===== config.mk =====
export PLATFORM = sky130hd
export DESIGN_NAME = canonical_kmer_stream
export DESIGN_NICKNAME = d
export VERILOG_FILES = /design/src/hdl/ckmer_pkg.sv /design/src/hdl/canonical_kmer_stream.sv
export SDC_FILE = /design/constraint.sdc
export NUM_CORES = 1
export LEC_CHECK = 0
export ABC_CLOCK_PERIOD_IN_PS = 17300
export BUFFER_PORTS_ARGS = -buffer_cell sky130_fd_sc_hd__buf_2
export CORE_MARGIN = 1
export CORE_UTILIZATION = 65
export DETAILED_ROUTE_END_ITERATION = 16
export PLACE_DENSITY = 0.85
export SLEW_MARGIN = 5
export SYNTH_ARGS = -nofsm -noshare
export SYNTH_HDL_FRONTEND = slang
export SYNTH_SLANG_ARGS = --single-unit

===== constraint.sdc =====
create_clock -name clk -period 17.3 [get_ports clk]
set_input_delay 2.595 -clock clk [delete_from_list [all_inputs] [get_ports clk]]
set_output_delay 2.595 -clock clk [all_outputs]
set_load 0.01 [all_outputs]

===== src/hdl/ckmer_pkg.sv =====
package ckmer_pkg;

  localparam int MAX_K      = 32;
  localparam int BASE_W     = 2;
  localparam int KMER_W     = MAX_K * BASE_W;
  localparam int CHAR_W     = 8;
  localparam int K_W        = $clog2(MAX_K + 1);
  localparam int FILL_W     = 6;
  localparam int CFG_IDX_W  = 2;
  localparam int CFG_DATA_W = K_W;

  localparam logic [FILL_W-1:0] FILL_MAX   = '1;
  localparam logic [K_W-1:0]    K_RESET    = K_W'(31);
  localparam logic [K_W-1:0]    K_MIN      = K_W'(1);
  localparam logic [K_W-1:0]    K_MAX      = K_W'(MAX_K);

  localparam logic [CHAR_W-1:0] CHAR_A = 8'h41;
  localparam logic [CHAR_W-1:0] CHAR_C = 8'h43;
  localparam logic [CHAR_W-1:0] CHAR_G = 8'h47;
  localparam logic [CHAR_W-1:0] CHAR_T = 8'h54;

  localparam logic [BASE_W-1:0] CODE_A = 2'd0;
  localparam logic [BASE_W-1:0] CODE_C = 2'd1;
  localparam logic [BASE_W-1:0] CODE_G = 2'd2;
  localparam logic [BASE_W-1:0] CODE_T = 2'd3;

  typedef logic [KMER_W-1:0] kmer_t;

  typedef enum logic [CFG_IDX_W-1:0] {
    REG_WIN_LEN        = 2'd0,
    REG_CANONICAL_MODE = 2'd1
  } cfg_reg_t;

  // Map an ASCII nucleotide to its 2-bit code; anything unknown is A.
  function automatic logic [BASE_W-1:0] base_code(input logic [CHAR_W-1:0] ch);
    logic [BASE_W-1:0] code;
    unique case (ch)
      CHAR_C:  code = CODE_C;
      CHAR_G:  code = CODE_G;
      CHAR_T:  code = CODE_T;
      default: code = CODE_A;
    endcase
    return code;
  endfunction

endpackage


===== src/hdl/canonical_kmer_stream.sv =====
// Canonical k-mer stream: takes one ASCII base per transaction on the in_ side (tlast marks
// the final base of a query), maps A/C/G/T to 0..3 (any other byte counts as A), and once k
// bases of the query are in, delivers one 2-bit-packed k-mer per base on the out_ side,
// first base in the most significant position of the low 2k bits; with canonical_mode set
// it delivers the lesser of the forward k-mer and its reverse complement. out_tlast marks
// the last result of a query; a query that ends with fewer than k bases delivers a single
// result with value zero, out_tlast and out_tuser set. The block sustains one base per
// cycle: stage one shifts the base into the forward and reverse-complement windows, stage
// two performs the 64-bit minimum compare into the output register, so each result is
// registered first in the stage-one windows and then in the output register, and in_tready
// drops only when both stages hold data and the downstream stalls. Write the
// window length (register 0: 1..32; 0 reads as 1, above 32 as 32) or canonical_mode
// (register 1) only while no transaction is in flight; a window length write restarts the
// current query.
module canonical_kmer_stream (
  input  logic                             clk,
  input  logic                             rst_n,
  // configuration write port
  input  logic                             cfg_we,
  input  logic [ckmer_pkg::CFG_IDX_W-1:0]  cfg_index,
  input  logic [ckmer_pkg::CFG_DATA_W-1:0] cfg_wdata,
  // input stream
  input  logic                             in_tvalid,
  output logic                             in_tready,
  input  logic [ckmer_pkg::CHAR_W-1:0]     in_tdata,   // [7:0] base_char
  input  logic                             in_tlast,   // end_of_query
  // result stream
  output logic                             out_tvalid,
  input  logic                             out_tready,
  output logic [ckmer_pkg::KMER_W-1:0]     out_tdata,  // [63:0] kmer_value
  output logic                             out_tlast,  // query_done
  output logic                             out_tuser   // too_short
);
  import ckmer_pkg::*;

  // configuration
  logic [K_W-1:0] win_len_r;
  logic           canonical_r;

  // window state, also the stage-one payload
  kmer_t             fwd_r, fwd_nxt;
  kmer_t             rev_r, rev_nxt;
  logic [FILL_W-1:0] fill_r, fill_nxt;

  // stage-one control
  logic s1_valid_r;
  logic s1_last_r;
  logic s1_short_r;

  // output register
  logic  out_valid_r;
  kmer_t out_data_r;
  logic  out_last_r;
  logic  out_short_r;

  logic              in_accept;
  logic              s1_adv;
  logic [K_W-1:0]    k_eff;
  logic [K_W-1:0]    k_m1;
  logic [K_W:0]      mask_sh;
  kmer_t             mask;
  kmer_t             rev_ins;
  logic [BASE_W-1:0] code;
  logic [BASE_W-1:0] comp;
  logic              full_kmer;
  kmer_t             result;

  // Clamp k into 1..MAX_K.
  always_comb begin
    priority if (win_len_r < K_MIN) begin
      k_eff = K_MIN;
    end else if (win_len_r > K_MAX) begin
      k_eff = K_MAX;
    end else begin
      k_eff = win_len_r;
    end
  end

  assign k_m1    = k_eff - K_MIN;
  assign mask_sh = {k_eff, 1'b0};
  // A shift of the full width gives zero, so k = MAX_K yields all ones.
  assign mask    = (kmer_t'(1) << mask_sh) - kmer_t'(1);

  assign code    = base_code(in_tdata);
  assign comp    = ~code;
  // Complement of the new base lands at the top base position of the window.
  assign rev_ins = kmer_t'(comp) << {k_m1, 1'b0};

  // Stage one advances into the output register when that is empty or being drained.
  assign s1_adv    = s1_valid_r && (!out_valid_r || out_tready);
  assign in_tready = !s1_valid_r || s1_adv;
  assign in_accept = in_tvalid && in_tready;

  // Shift the base in. Windows are never cleared: after a restart k fresh bases
  // overwrite every bit under the mask before any k-mer is delivered. Drop the
  // top base position of the shifted reverse window so stale bits from a longer
  // window never merge with the inserted base.
  always_comb begin
    fwd_nxt  = fwd_r;
    rev_nxt  = rev_r;
    fill_nxt = fill_r;
    if (in_accept) begin
      fwd_nxt = ((fwd_r << BASE_W) | kmer_t'(code)) & mask;
      rev_nxt = ((rev_r >> BASE_W) & (mask >> BASE_W)) | rev_ins;
      if (fill_r != FILL_MAX) begin
        fill_nxt = fill_r + FILL_W'(1);
      end
    end
  end

  assign full_kmer = FILL_W'(k_eff) <= fill_nxt;

  always_ff @(posedge clk) begin
    if (!rst_n) begin
      win_len_r   <= K_RESET;
      canonical_r <= 1'b0;
      fill_r      <= '0;
      s1_valid_r  <= 1'b0;
    end else begin
      if (in_accept) begin
        s1_valid_r <= 1'b1;
      end else if (s1_adv) begin
        s1_valid_r <= 1'b0;
      end
      // A window length write or the end of a query restarts the fill count.
      if (cfg_we && (cfg_reg_t'(cfg_index) == REG_WIN_LEN)) begin
        fill_r <= '0;
      end else if (in_accept && in_tlast) begin
        fill_r <= '0;
      end else begin
        fill_r <= fill_nxt;
      end
      if (cfg_we) begin
        unique case (cfg_reg_t'(cfg_index))
          REG_WIN_LEN: begin
            win_len_r <= cfg_wdata;
          end
          REG_CANONICAL_MODE: begin
            canonical_r <= cfg_wdata[0];
          end
          default: begin
            // drop writes to unknown registers
          end
        endcase
      end
    end
  end

  // Stage-one payload: windows hold their value unless a transaction is accepted.
  always_ff @(posedge clk) begin
    fwd_r <= fwd_nxt;
    rev_r <= rev_nxt;
    if (in_accept) begin
      s1_last_r  <= in_tlast;
      s1_short_r <= !full_kmer;
    end
  end

  // Stage two: zero for a too-short item, otherwise forward or the lesser strand.
  always_comb begin
    priority if (s1_short_r) begin
      result = '0;
    end else if (canonical_r && (rev_r < fwd_r)) begin
      result = rev_r;
    end else begin
      result = fwd_r;
    end
  end

  // Items that neither end the query nor complete a k-mer produce nothing.
  always_ff @(posedge clk) begin
    if (!rst_n) begin
      out_valid_r <= 1'b0;
    end else if (s1_adv) begin
      out_valid_r <= !s1_short_r || s1_last_r;
    end else if (out_tready) begin
      out_valid_r <= 1'b0;
    end
  end

  always_ff @(posedge clk) begin
    if (s1_adv) begin
      out_data_r  <= result;
      out_last_r  <= s1_last_r;
      out_short_r <= s1_short_r;
    end
  end

  assign out_tvalid = out_valid_r;
  assign out_tdata  = out_data_r;
  assign out_tlast  = out_last_r;
  assign out_tuser  = out_short_r;

  // A too-short result is always the zero-valued last result of its query.
  a_short_form: assert property (@(posedge clk) disable iff (!rst_n)
    out_tvalid && out_tuser |-> out_tlast && (out_tdata == '0))
    else $error("too-short result not zero or not last");

  // Backpressure reaches the input only when both stages are occupied.
  a_ready_full: assert property (@(posedge clk) disable iff (!rst_n)
    !in_tready |-> s1_valid_r && out_valid_r && !out_tready)
    else $error("input stalled with room in the pipeline");

  // End of query restarts the fill count.
  a_query_restart: assert property (@(posedge clk) disable iff (!rst_n)
    in_accept && in_tlast && !cfg_we |=> fill_r == '0)
    else $error("fill count not cleared at end of query");

  // Canonical selection never exceeds the forward k-mer.
  a_canon_min: assert property (@(posedge clk) disable iff (!rst_n)
    s1_adv && !s1_short_r |=> (out_tdata <= $past(fwd_r)))
    else $error("result above forward k-mer");

endmodule

# Yosys cells after proc, flatten, opt, wreduce, memory -nomap -nowiden
# Cells that the tools add are included.
[word_totals]
register_bits = 211
input_bits = 22
out_inout_bits = 68
elab_cells = 60
[op_classes]
add_sub_neg = 3
n_lt_le_gt_ge = 4
eq_ne = 5
shift = 2
n_mux = 10
bitwise = 6
n_reduce_logical = 18
[ops]
columns = ["cell", "count"]
rows = [
  ["$and A64 B64 Y64", 1],
  ["$lt A64 B64 Y1", 1],
  ["$mux W64", 1],
  ["$or A62 B64 Y64", 1],
  ["$or A64 B2 Y64", 1],
  ["$shl A1 B7 Y64 const A", 1],
  ["$shl A2 B7 Y64", 1],
  ["$sub A64 B1 Y64 const B", 1],
  ["$and A62 B62 Y62", 1],
  ["$eq A8 B7 Y1 const B", 3],
  ["$mux W6", 4],
  ["$add A6 B1 Y6 const B", 1],
  ["$gt A6 B6 Y1 const B", 1],
  ["$le A6 B6 Y1", 1],
  ["$lt A6 B1 Y1 const B", 1],
  ["$ne A6 B6 Y1 const B", 1],
  ["$pmux W2 S3", 1],
  ["$sub A6 B1 Y6 const B", 1],
  ["$logic_and A1 B1 Y1", 5],
  ["$logic_not A1 Y1", 4],
  ["$mux W1", 4],
  ["$reduce_and A2 Y1", 2],
  ["$reduce_bool A2 Y1", 2],
  ["$logic_or A1 B1 Y1", 3],
  ["5 further kinds", 5],
]

# Logic depth before layout (Yosys ltp)
[logic_depth]
depth_word = 8
mapped_depth = 12
ltp_nobuf = 10

# Worst setup path after synthesis
# No wires, ideal clock.
[synth_timing]
path_type = "in2reg"
startpoint = "in out_tready"
endpoint = "reg s1_short_r, data pin"
setup_time_ns = 0.259
arrival_ns = 8.160
required_time_ns = 17.041
path_slack_ns = 8.881
cell_stages = 10
n_path_buf = 0
cell_sequence = "nand3b_1 and2_1 o21ai_0 o22ai_1 ha_1 a21o_1 a21o_1 a21oi_1 o21ai_0 o31a_1"
[synth_via]
elab_chain_cells = 7
[synth_rtl]
columns = ["item", "line", "rtl"]
rows = [
  ["start, declared", "canonical_kmer_stream.sv:29", "input logic out_tready,"],
  ["$logic_or A1 B1 Y1", "canonical_kmer_stream.sv:90", "assign s1_adv = s1_valid_r && (!out_valid_r || out_tready);"],
  ["$logic_and A1 B1 Y1", "canonical_kmer_stream.sv:90", ""],
  ["$logic_or A1 B1 Y1", "canonical_kmer_stream.sv:91", "assign in_tready = !s1_valid_r || s1_adv;"],
  ["$logic_and A1 B1 Y1", "canonical_kmer_stream.sv:92", "assign in_accept = in_tvalid && in_tready;"],
  ["via in_accept", "canonical_kmer_stream.sv:56", "logic in_accept;"],
  ["$mux W6", "canonical_kmer_stream.sv:102", "if (in_accept) begin"],
  ["$le A6 B6 Y1", "canonical_kmer_stream.sv:111", "assign full_kmer = FILL_W'(k_eff) <= fill_nxt;"],
  ["$logic_not A1 Y1", "canonical_kmer_stream.sv:155", "s1_short_r <= !full_kmer;"],
  ["end signal, assigned", "canonical_kmer_stream.sv:155", ""],
  ["end, declared", "canonical_kmer_stream.sv:48", "logic s1_short_r;"],
]
# The timed path passes the listed nets, and every way through them passes these cells.
# A chain may end at the register's enable or synchronous reset.

# Worst setup path in the final report
[layout_timing]
startpoint = "in out_tready"
endpoint = "out in_tready"
[layout_via]
elab_chain_cells = 3
[layout_rtl]
columns = ["item", "line", "rtl"]
rows = [
  ["$logic_or A1 B1 Y1", "canonical_kmer_stream.sv:90", ""],
  ["$logic_and A1 B1 Y1", "canonical_kmer_stream.sv:90", ""],
  ["$logic_or A1 B1 Y1", "canonical_kmer_stream.sv:91", ""],
  ["end, declared", "canonical_kmer_stream.sv:24", "output logic in_tready,"],
]
# No other way between the ends.

==> impl_metrics.json <==
{
  "nFillCells": 1198,
  "dpl.hpwl_mm": 19.8,
  "post-place-ws_ns": 11.64,
  "synth_xor_area_share_pct": 0.840,
  "drcViolationCount": 0,
  "wirelength_mm": 28.9,
  "yosys.area_share.simple_pct": 16.0,
  "port_buffers": 89,
  "cts_buffers": 22,
  "critPathRequiredTime_ns": 14.70,
  "path_clk_slew_ns": 0.06,
  "syn_to_final_growth_pct": 10.9,
  "synth_ff_type": "edfxtp_1",
  "max_freq_ghz": 0.177,
  "num_vias": 9227,
  "htree_levels": 1,
  "synth_fa_ha_area_share_pct": 7.63,
  "diodes": 0,
  "vdd_ir_drop_max_v": 0.0000737,
  "yosys-mux-area-fraction_pct": 0.698,
  "min_period_ns": 5.66,
  "worstPathCellList": "buf_2 -> nand3b_1 -> buf_2",
  "fin_tns_setup_ns": 0,
  "p_per_area_nw_per_um2": 98.8,
  "firstDrtPassIters": 6,
  "post_cts.repair.setup_buffers": 0,
  "tritoncts": "done",
  "ys_async_sr_fraction_pct": 0,
  "power_frac_clock_pct": 37.5,
  "r2r_start": "rev_r[47]$_DFFE_PP_",
  "synth_edf_count": 196,
  "crit_type": "in2out",
  "crit_top_cell": "buf_2",
  "sequentialPowerShare_pct": 49.5,
  "grt_pass1_vias": 8599,
  "setup_violations": 0,
  "utilization_pct": 73.6,
  "whs_ns": 0.447,
  "gp_congestion": 0.990,
  "p_switching_mw": 0.327,
  "endpoint_kind": "primary output",
  "internal-power_mw": 0.930,
  "maxCapViolations": 0,
  "hold_viol": 0,
  "leakage_nw": 5.06,
  "synth_top_family_by_area": "simple AND/OR/NAND/NOR gates",
  "clock-sinks": 211,
  "yosysUniqueCellTypes": 58,
  "clk_latency_ns": 0.52,
  "crit_fanout": 4,
  "die_width_um": 135,
  "finalCritPeriodShare_pct": 32.7,
  "drt_iter0_markers": 1262,
  "timing.rr.end": "out_tdata[33]$_SDFFCE_PP0P_",
  "track_usage_pct": 32.7,
  "worst_slew_pin_slew_ns": 1.02,
  "die-area_um2": 18200,
  "synth_fp_nets": 1230,
  "synth_compound_area_share_pct": 15.4,
  "grt_pass1_wl_mm": 45.5,
  "ys_seq_elements": 211,
  "rows": 48,
  "routed_via_density": 6.40,
  "start_util_pct": 66.3,
  "hold_depth": 0,
  "syn-cell-area_um2": 11500,
  "status": "finished clean",
  "clockBufferDepth": 3,
  "startpoint_type": "input pin",
  "syn_inst": 1138,
  "core_area_um2": 17300,
  "synth-seq-area-share_pct": 53.9,
  "die_y_um": 135,
  "clockRootBuffer": "clkbuf_16",
  "post_cts_resized": 0,
  "antenna_left": 0,
  "syn-mean-instance-area_um2": 10.1,
  "rsz0062_at_grt": "false",
  "switching_share_pct": 26.0,
  "hold_path_class": "reg2reg",
  "cp.arrival_ns": 3.06,
  "hold_buffers": 0,
  "wire_per_inst_um": 20.1,
  "final_max_slew_viol_count": 0,
  "finalNetCount": 1293,
  "yosysWarningCount": 0,
  "drive_gt1_share_pct": 12.0,
  "ff2ff_setup_slack_ns": 13.42,
  "grt_max_degree": 118,
  "crit_slowest_cell": "nand3b_1",
  "hold_end": "out_tlast$_DFFE_PP_",
  "fin_ws_ns": 11.64,
  "grt-ovfl-total": 0,
  "slowest_delay_ns": 0.20,
  "combPwrFrac_pct": 13.0,
  "r2r_cells": 9,
  "worst_hold_startpoint": "s1_last_r$_DFFE_PP_",
  "slew_headroom_pct": 31.8,
  "antenna_found_initial": 0,
  "io_pins": 90,
  "finalClockSkew_ns": 0.00765
}
[layer usage]
layer	routed length (um)	track usage [%]	vias up
met5	0	0	-
met4	1280	14.5	0
met3	2950	7.92	116
met2	13600	52.5	547
met1	11100	42.4	4328
li1	-	-	4236
[worst max-delay path: cells and delay by family]
kind | cells | cell delay [ns]
buffers and inverters | 2 | 0.27
AND/OR/NAND/NOR | 1 | 0.20
[synth_stat cells, types with 6 or more instances]
master	instances	area, um^2
nor3_1	6	30.0
edfxtp_1	196	5890
nand3_1	17	85.1
a21o_1	7	52.6
xnor2_1	6	52.6
nand2b_1	11	68.8
o21ai_1	22	110
ha_1	70	876
buf_2	9	45.0
inv_1	90	338
nand2_1	112	420
a21oi_1	109	546
a31oi_1	7	43.8
nand4_1	12	75.1
nor2_1	77	289
clkbuf_1	43	161
o21ai_0	108	541
o22ai_1	25	156
or3_1	64	400
nor2b_1	12	75.1
mux2i_1	8	80.1
dfxtp_1	15	300
and2_1	31	194
[metrics by stage]
step / std cells / power, mW / instance area [um^2]
CTS: 1442 / 1.25 / 12700
finish: 1442 / 1.26 / 12700
global placement: 1402 / 0.781 / 12000
detailed placement: 1402 / 0.789 / 12000
floorplan: 1138 / 0.737 / 11500
global route: 1442 / 1.29 / 12700
[how the worst max path moves through the flow]
stage | from | end | slack (ns) | depth (start not counted)
final | out_tready | in_tready | 11.64 | 3
after CTS | out_tready | in_tready | 11.64 | 3
after global routing | out_tready | in_tready | 11.60 | 3
after floorplan | out_tready | s1_short_r$_DFFE_PP_ | 8.88 | 10
after detailed placement | out_tready | in_tready | 11.64 | 3
after global placement | out_tready | in_tready | 11.67 | 3
[area by class of cell]
type / instances / area, um^2 / area share [%]
sequential: 211 / 6190 / 48.6
multi-input combinational: 773 / 4670 / 36.7
clock buffer: 25 / 583 / 4.58
timing repair buffer: 102 / 543 / 4.27
inverter: 91 / 342 / 2.68
tap: 225 / 282 / 2.21
clock inverter: 15 / 120 / 0.944
[state kept, by name, summed over array words and instances (netlist names)]
name,count
rev_r,64
s1_short_r,1
out_tlast,1
out_tdata,64
win_len_r,6
out_tuser,1
fill_r,6
s1_valid_r,1
s1_last_r,1
out_tvalid,1
canonical_r,1
fwd_r,64
[power groups by stage]
stage	sequential (mW)	clock (mW)	combinational [mW]
3_5_place_dp	0.631	0	0.158
5_1_grt	0.625	0.486	0.182
6_report	0.622	0.472	0.163
3_3_place_gp	0.630	0	0.151
4_1_cts	0.621	0.471	0.161
2_1_floorplan	0.627	0	0.110
[cells in the final DEF (no fill, tap or decap), types with 8 or more instances in the layout]
cell type  instances
o21ai_0          108
nand2_1          112
and2_1            28
or3_1             64
nor2_1            77
clkbuf_16         23
nand2b_1          11
ha_1              70
inv_1             90
buf_4             13
clkinv_1           9
nor2b_1           12
edfxtp_1         196
mux2i_1            8
o21ai_1           22
nand3_1           17
o22ai_1           25
dfxtp_1           15
nand4_1           12
a21oi_1          109
buf_2             89
[cell families (layout without fill, tap and decap cells)]
logic type                 count (synthesis)  count (layout)
buffers and inverters                    154             233
other                                      1               1
and+or+nand+nor                          368             368
muxes                                      8               8
DFF                                      211             211
xor gates and xnor gates                  11              11
adders and majority gates                 70              70
AOI/OAI and AO/OA                        315             315
Power figures use the tool's default switching activity.
